File: src/hw/rtl/lkv_pkg.sv
// lkv_pkg: shared constants and types for the LRU key/value cache.
// Used by lkv_cell, lru_key_value_cache and lkv_checker; depends on nothing.
package lkv_pkg;

   localparam int CAPACITY = 20;                      // number of cells
   localparam int KEY_W    = 64;                      // bits of the key that match
   localparam int VAL_W    = 31;                      // stored identifier bits
   localparam int OCC_W    = $clog2(CAPACITY + 1);    // fill count width

   // found value reported on a miss
   localparam logic signed [31:0] MISS_ID = -32'sd1;

   typedef enum logic {
      OP_LOOKUP = 1'b0,
      OP_INSERT = 1'b1
   } op_type;

   typedef logic [KEY_W-1:0] key_type;
   typedef logic [VAL_W-1:0] val_type;
   typedef logic [OCC_W-1:0] occ_type;

   // Per-cell control, driven by the top level
   typedef struct packed {
      logic compare;    // latch the key match this cycle
      logic valid;      // cell holds a live entry and the request takes part in search
      logic load;       // this cell is the tail slot: take the request key and tail value
      logic shift;      // shift cells at/above the removal point down by one
      logic shift_all;  // removal point is cell 0 (eviction of the oldest entry)
   } cell_ctrl_type;

endpackage

File: src/hw/rtl/lkv_cell.sv
// lkv_cell: one entry of the recency-ordered chain (key, identifier, match flag).
// Depends on lkv_pkg.
module lkv_cell (
   input  logic                  clock,
   input  lkv_pkg::cell_ctrl_type ctrl,
   input  lkv_pkg::key_type      req_key,
   input  lkv_pkg::val_type      tail_val,
   input  lkv_pkg::key_type      nbr_key,
   input  lkv_pkg::val_type      nbr_val,
   input  logic                  seen_in,
   input  lkv_pkg::val_type      found_in,
   output logic                  seen_out,
   output lkv_pkg::val_type      found_out,
   output lkv_pkg::key_type      key_out,
   output lkv_pkg::val_type      val_out
);

   lkv_pkg::key_type key_ff;
   lkv_pkg::val_type val_ff;
   logic             match_ff;
   logic             first;

   // oldest match wins: a match below this cell masks ours
   assign first     = match_ff & ~seen_in;
   assign seen_out  = seen_in | match_ff;
   assign found_out = found_in | (first ? val_ff : '0);
   assign key_out   = key_ff;
   assign val_out   = val_ff;

   always_ff @(posedge clock) begin
      if (ctrl.compare) begin
         match_ff <= ctrl.valid && (key_ff == req_key);
      end
      if (ctrl.load) begin
         key_ff <= req_key;
         val_ff <= tail_val;
      end else if (ctrl.shift && (seen_out || ctrl.shift_all)) begin
         key_ff <= nbr_key;
         val_ff <= nbr_val;
      end
   end

endmodule

File: src/hw/rtl/lru_key_value_cache.sv
// lru_key_value_cache: top level, request sequencer and chain of lkv_cell entries.
// Depends on lkv_pkg and lkv_cell.
//
// Usage
//   Request channel: drive req_op/req_key/req_value with start; the word is
//   taken at a rising edge where start is high and busy is low. req_op = 0
//   looks the key up, req_op = 1 inserts it with req_value (negative value:
//   insert ignored, result is a miss, nothing changes).
//   Response channel: exactly one word per request, shown for one cycle with
//   rsp_valid high. rsp_hit tells whether the key was present; rsp_found_value
//   is the stored identifier on a hit and -1 otherwise. The receiver cannot
//   stall: a word not taken in its cycle is gone.
//   A request first passes a compare cycle, which registers a key match in
//   every cell; the update cycle then runs the oldest-match chain through the
//   cells and updates them (promote, append or evict), and the response
//   register is loaded at its end. The next request is accepted in
//   that update cycle, so busy is high for one cycle after each accept.
//   Reset: synchronous, active high; empties the cache (fill count zero) and
//   drops any request in flight. Cell contents are not cleared; cells above
//   the fill count never take part in a match.
//   Cell 0 holds the oldest entry, cell occupancy-1 the most recent.
module lru_key_value_cache (
   input  logic                        clock,
   input  logic                        reset,
   input  logic                        start,
   output logic                        busy,
   input  logic                        req_op,
   input  logic [63:0]                 req_key,
   input  logic signed [31:0]          req_value,
   output logic                        rsp_valid,
   output logic                        rsp_hit,
   output logic signed [31:0]          rsp_found_value
);

   typedef enum logic [1:0] {
      PH_IDLE,
      PH_CMP,
      PH_UPD
   } phase_type;

   phase_type             phase_ff;
   lkv_pkg::occ_type      occ_ff;
   logic                  req_op_ff;
   lkv_pkg::key_type      req_key_ff;
   logic signed [31:0]    req_value_ff;
   logic                  rsp_valid_ff;
   logic                  rsp_hit_ff;
   logic signed [31:0]    rsp_found_value_ff;

   logic                  accept;
   logic                  is_insert;
   logic                  ignore;
   logic                  hit;
   logic                  full;
   logic                  ins_miss;
   logic                  full_ins;
   logic                  upd;
   lkv_pkg::occ_type      tail_idx;
   lkv_pkg::val_type      tail_val;

   logic                  seen   [lkv_pkg::CAPACITY+1];
   lkv_pkg::val_type      found  [lkv_pkg::CAPACITY+1];
   lkv_pkg::key_type      cell_key [lkv_pkg::CAPACITY];
   lkv_pkg::val_type      cell_val [lkv_pkg::CAPACITY];

   assign busy   = (phase_ff == PH_CMP);
   assign accept = start && !busy;
   assign upd    = (phase_ff == PH_UPD);

   // negative insert: no search, no change
   assign is_insert = (req_op_ff == lkv_pkg::OP_INSERT);
   assign ignore    = is_insert && req_value_ff[31];
   assign hit       = seen[lkv_pkg::CAPACITY];
   assign full      = (occ_ff == lkv_pkg::OCC_W'(lkv_pkg::CAPACITY));
   assign ins_miss  = is_insert && !ignore && !hit;
   assign full_ins  = ins_miss && full;

   // tail slot: last live cell on promote or eviction, next free cell on append
   assign tail_idx = (hit || full) ? occ_ff - 1'b1 : occ_ff;
   assign tail_val = hit ? found[lkv_pkg::CAPACITY] : req_value_ff[lkv_pkg::VAL_W-1:0];

   assign seen[0]  = 1'b0;
   assign found[0] = '0;

   for (genvar i = 0; i < lkv_pkg::CAPACITY; i++) begin : g_cell
      lkv_pkg::cell_ctrl_type ctrl;
      lkv_pkg::key_type       nbr_key;
      lkv_pkg::val_type       nbr_val;

      assign ctrl.compare   = (phase_ff == PH_CMP);
      assign ctrl.valid     = (occ_ff > lkv_pkg::OCC_W'(i)) && !ignore;
      assign ctrl.load      = upd && (hit || ins_miss) && (tail_idx == lkv_pkg::OCC_W'(i));
      assign ctrl.shift     = upd && (hit || full_ins);
      assign ctrl.shift_all = full_ins;

      if (i == lkv_pkg::CAPACITY - 1) begin : g_last
         assign nbr_key = req_key_ff;
         assign nbr_val = tail_val;
      end else begin : g_mid
         assign nbr_key = cell_key[i+1];
         assign nbr_val = cell_val[i+1];
      end

      lkv_cell u_cell (
         .clock     (clock),
         .ctrl      (ctrl),
         .req_key   (req_key_ff),
         .tail_val  (tail_val),
         .nbr_key   (nbr_key),
         .nbr_val   (nbr_val),
         .seen_in   (seen[i]),
         .found_in  (found[i]),
         .seen_out  (seen[i+1]),
         .found_out (found[i+1]),
         .key_out   (cell_key[i]),
         .val_out   (cell_val[i])
      );
   end

   always_ff @(posedge clock) begin
      if (accept) begin
         req_op_ff    <= req_op;
         req_key_ff   <= req_key[lkv_pkg::KEY_W-1:0];
         req_value_ff <= req_value;
      end
      if (upd) begin
         rsp_hit_ff         <= hit;
         rsp_found_value_ff <= hit ? {1'b0, found[lkv_pkg::CAPACITY]} : lkv_pkg::MISS_ID;
      end
      if (reset) begin
         phase_ff     <= PH_IDLE;
         occ_ff       <= '0;
         rsp_valid_ff <= 1'b0;
      end else begin
         rsp_valid_ff <= upd;
         if (upd && ins_miss && !full) begin
            occ_ff <= occ_ff + 1'b1;
         end
         unique case (phase_ff)
            PH_IDLE: begin
               if (start) begin
                  phase_ff <= PH_CMP;
               end
            end
            PH_CMP: begin
               phase_ff <= PH_UPD;
            end
            PH_UPD: begin
               phase_ff <= start ? PH_CMP : PH_IDLE;
            end
            default: begin
               phase_ff <= PH_IDLE;
            end
         endcase
      end
   end

   assign rsp_valid       = rsp_valid_ff;
   assign rsp_hit         = rsp_hit_ff;
   assign rsp_found_value = rsp_found_value_ff;

endmodule

File: config.mk
export PLATFORM = sky130hd
export DESIGN_NAME = lru_key_value_cache
export DESIGN_NICKNAME = d
export VERILOG_FILES = /design/src/hw/rtl/lkv_pkg.sv /design/src/hw/rtl/lkv_cell.sv /design/src/hw/rtl/lru_key_value_cache.sv
export SDC_FILE = /design/constraint.sdc
export NUM_CORES = 2
export LEC_CHECK = 0
export ABC_AREA = 1
export BUFFER_PORTS_ARGS = -buffer_cell sky130_fd_sc_hd__clkbuf_2
export CAP_MARGIN = 25
export CORE_ASPECT_RATIO = 1.2
export CORE_MARGIN = 1
export CORE_UTILIZATION = 30
export DETAILED_ROUTE_END_ITERATION = 12
export GPL_TIMING_DRIVEN = 0
export PLACE_DENSITY_LB_ADDON = 0.25
export REMOVE_ABC_BUFFERS = 1
export SYNTH_ARGS = -nofsm -noshare
export SYNTH_HDL_FRONTEND = slang
export SYNTH_SLANG_ARGS = --single-unit
File: constraint.sdc
create_clock -name clock -period 19.2 [get_ports clock]
set_clock_uncertainty 0.05 [all_clocks]
set_input_delay 0.96 -clock clock [delete_from_list [all_inputs] [get_ports clock]]
set_output_delay 0.96 -clock clock [all_outputs]
set_load 0.01 [all_outputs]
==> key figures <==
Synth
  – Seq cells post-synth: 2058
  – Fraction of registers with async set/reset: 0
  – Distinct cell type count after synthesis: 51
  – Post-synth top cells: nand2_1, edfxtp_1, nand3_1, clkbuf_1, nor2_1
  – Cell taking the most area after synthesis: edfxtp_1
  – Yosys warnings: 0
  – Avg Cell Area, Syn: 8.83 um^2
  – Synthesized area: 111000 um^2
  – Ys flop type: edfxtp_1
  – Post-synth top area share: 0.557
  – Number of flops mapped to enable cells by yosys: 2050
  – Sequential area share after synthesis: 0.558
  – Synth top area cells: edfxtp_1, nand2_1, nand3_1, clkbuf_1, xnor2_1
  – Syn Inst Count: 12500
  – Top-count cell post-synth: nand2_1

Routing
  – Avg WL per Cell: 31.8 um
  – Routed via count: 101000
  – Drt pass-1 iters: 9
  – DRC: 0
  – Vias per inst: 5.78
  – Post-Route WL: 552000 um
  – Final ANT Viol Nets: 0
  – Number of DRC markers in iteration 0: 15700

Global route
  – First-pass GRT wire length: 753000 um
  – Total gr overflow: 0
  – Global-route usage over all layers: 0.289
  – Antenna violations before repair: 33
  – Global-route met1 utilization: 0.353
  – Global Route met2 Usage: 0.445
  – Busiest metal layer after global routing: met2
  – Largest net degree at the start of global routing: 69
  – Number of global-route vias before repair: 93200
  – Met3 GRT Util: 0.0639

Setup path
  – Setup Crit Path Kind: register to register
  – CP Launch Point: g_cell[0].u_cell.match_ff
  – Critical Path AT: 8.16 ns
  – Crit path max fanout: 63
  – Worst setup EP type: register
  – Reg2Reg Depth: 17
  – Flop-to-flop setup slack: 11.60 ns
  – CP endpoint: g_cell[12].u_cell.key_out[14]
  – Startpoint Class: register
  – Critical Path RT: 19.76 ns
  – Reg2reg start: g_cell[0].u_cell.match_ff
  – R2r endpoint: g_cell[12].u_cell.key_out[14]

Pwr
  – Comb power frac: 0.092
  – Internal Power: 7.85 mW
  – Worst IR drop on VDD: 0.0000767 V
  – Psw: 2.78 mW
  – Clk pwr share: 0.421
  – Flop pwr share: 0.486
  – Total power divided by cell area: 80.8 nW/um^2
  – Leak Pwr: 51.4 nW
  – Total power: 10.6 mW
  – Switching Share: 0.261

Clock network
  – Post-CTS setup buffer count: 0
  – Cts bufs inserted: 222
  – CTS Buffer Depth: 4
  – Resize count post-CTS: 0
  – H-tree lvl count: 4
  – Clock transition at the registers of the reported paths: 0.07 ns
  – Hold-fix buffers, CTS: 0
  – CTS tree: built
  – Clk sinks: 2058
  – Worst-Skew Late Latency: 0.98 ns
  – CTS root buffer: clkbuf_16

Finish
  – Net count reported at finish: 12400
  – Area grow syn2layout: 18.9%
  – Final core utilization: 0.359
  – Share of layout cells above drive strength 1: 0.0961

Placed design
  – DP HPWL: 392000 um
  – Port buffer count: 134
  – Routability Congestion: 0.938

STA
  – Setup TNS: 0 ns
  – Slew @ Worst Pin: 1.34 ns
  – Final Cycle Share: 0.396
  – Setup violators final: 0
  – Relative slew slack: 0.0867
  – Min Tclk post-route: 7.60 ns
  – Hold Fails Final Rpt: 0
  – Fin. max-slew vios: 0
  – Fmax: 0.132 GHz
  – RSZ-0062 raised after global routing: false

Job
  – Max cap viols: 0

Outcome
  – Status: completed

Floorplan
  – Core box area: 366000 um^2
  – I/O pin cnt: 135
  – Initial Util: 0.302
  – DIE WIDTH: 556 um
  – Die Y-Extent: 667 um
  – Num rows: 243
  – Die Area: 371000 um^2

Worst hold path
  – Hold Path Class: input pin to register
-- worst max-delay path, stage by stage, from the launching register on --
cell	delay [ns]
edfxtp_1	0.73
buf_16	0.32
nor2_4	0.69
nand4_4	0.23
nor3_2	0.25
nand4_2	0.22
nor2_2	0.21
nand4_2	0.14
nor2_4	0.16
nand4_4	0.15
nor2_4	0.28
nand3_2	0.15
a21oi_4	0.85
buf_12	0.30
buf_12	0.23
nand3_4	0.72
nand2_4	1.02
buf_16	0.36
-- cells by family after synthesis --
kind of cell / count (synthesis) / synth area share
AO/OA/AOI/OAI: 837 / 0.0486
XOR/XNOR: 396 / 0.0314
adder cells (fa/ha/maj): 6 / 0.000679
buffers and inverters: 1389 / 0.0552
flip-flops: 2058 / 0.558
AND/OR/NAND/NOR: 7833 / 0.306
-- stage by stage --
stage	hold slack (ns)	instances	area (um^2)	worst slack, ns
2_1_floorplan	0.371	11500	106000	-12.22
3_3_place_gp	0.380	16500	112000	-36.89
3_5_place_dp	0.466	17000	124000	11.76
4_1_cts	0.0809	17400	131000	11.68
5_1_grt	0.0846	17400	131000	11.38
6_report	0.0963	17400	131000	11.60
-- layer usage --
layer  vias to the layer above  routed length [um]
li1                      42500                   -
met1                     48700              198000
met2                      7216              242000
met3                      2103               61700
met4                        10               50500
met5                         -                  68
-- worst min-delay path by stage --
stage | startpoint | to | slack, ns | depth (start not counted)
final | req_value[31] | req_value_ff[31] | 0.1 | 1
after global routing | req_value[1] | req_value_ff[1] | 0.08 | 1
after CTS | req_value[10] | req_value_ff[10] | 0.08 | 1
after detailed placement | phase_ff[0] | phase_ff[0] | 0.47 | 1
after global placement | phase_ff[1] | phase_ff[1] | 0.38 | 1
after floorplan | phase_ff[0] | phase_ff[0] | 0.37 | 1
-- sequential cells by signal (all words and copies together) (netlist names), 2 cells and up --
| signal | flops |
|---|---|
| g_cell.u_cell.key_out | 1280 |
| g_cell.u_cell.val_out | 620 |
| g_cell.nbr_key | 64 |
| req_value_ff | 32 |
| rsp_found_value | 32 |
| g_cell.u_cell.match_ff | 20 |
| occ_ff | 5 |
| phase_ff | 2 |
-- power groups by stage --
stage / Clock, mW / Sequential, mW / Combinational [mW]
floorplan: 0 / 5.24 / 0.319
global route: 4.63 / 5.17 / 0.988
finish: 4.48 / 5.17 / 0.982
detailed placement: 0 / 5.26 / 0.933
CTS: 4.49 / 5.16 / 0.935
global placement: 0 / 5.45 / 0.582
-- layout make-up --
class	count	area, um^2
diodes	19	47.5
clock buffers	272	5840
clock inverters	127	1310
fillers	36600	234000
inverters	326	1250
multi-input cells	9072	43200
flip-flops and latches	2058	61700
well taps	4900	6130
repair buffers	621	11900
-- cells in the final DEF (no fill, tap or decap), types with 18 or more instances in the layout --
master / n
a22o_1: 136
xnor2_1: 250
nand2_2: 18
buf_12: 177
buf_8: 35
inv_1: 266
nor4_1: 187
clkbuf_16: 224
nor2_4: 42
nor4b_1: 29
clkbuf_2: 134
xor2_1: 146
nand2_1: 4687
nand3_4: 19
bufinv_16: 26
a221oi_1: 39
nor2_1: 483
nand3b_1: 22
nand4_1: 173
diode_2: 19
a2111oi_0: 20
nand3_1: 2001
edfxtp_1: 2050
clkinv_2: 51
inv_2: 42
clkbuf_1: 43
or2_2: 91
clkinv_1: 49
buf_16: 256
o22ai_1: 175
o21ai_0: 388
No activity file was read; power rests on OpenSTA's default activity.
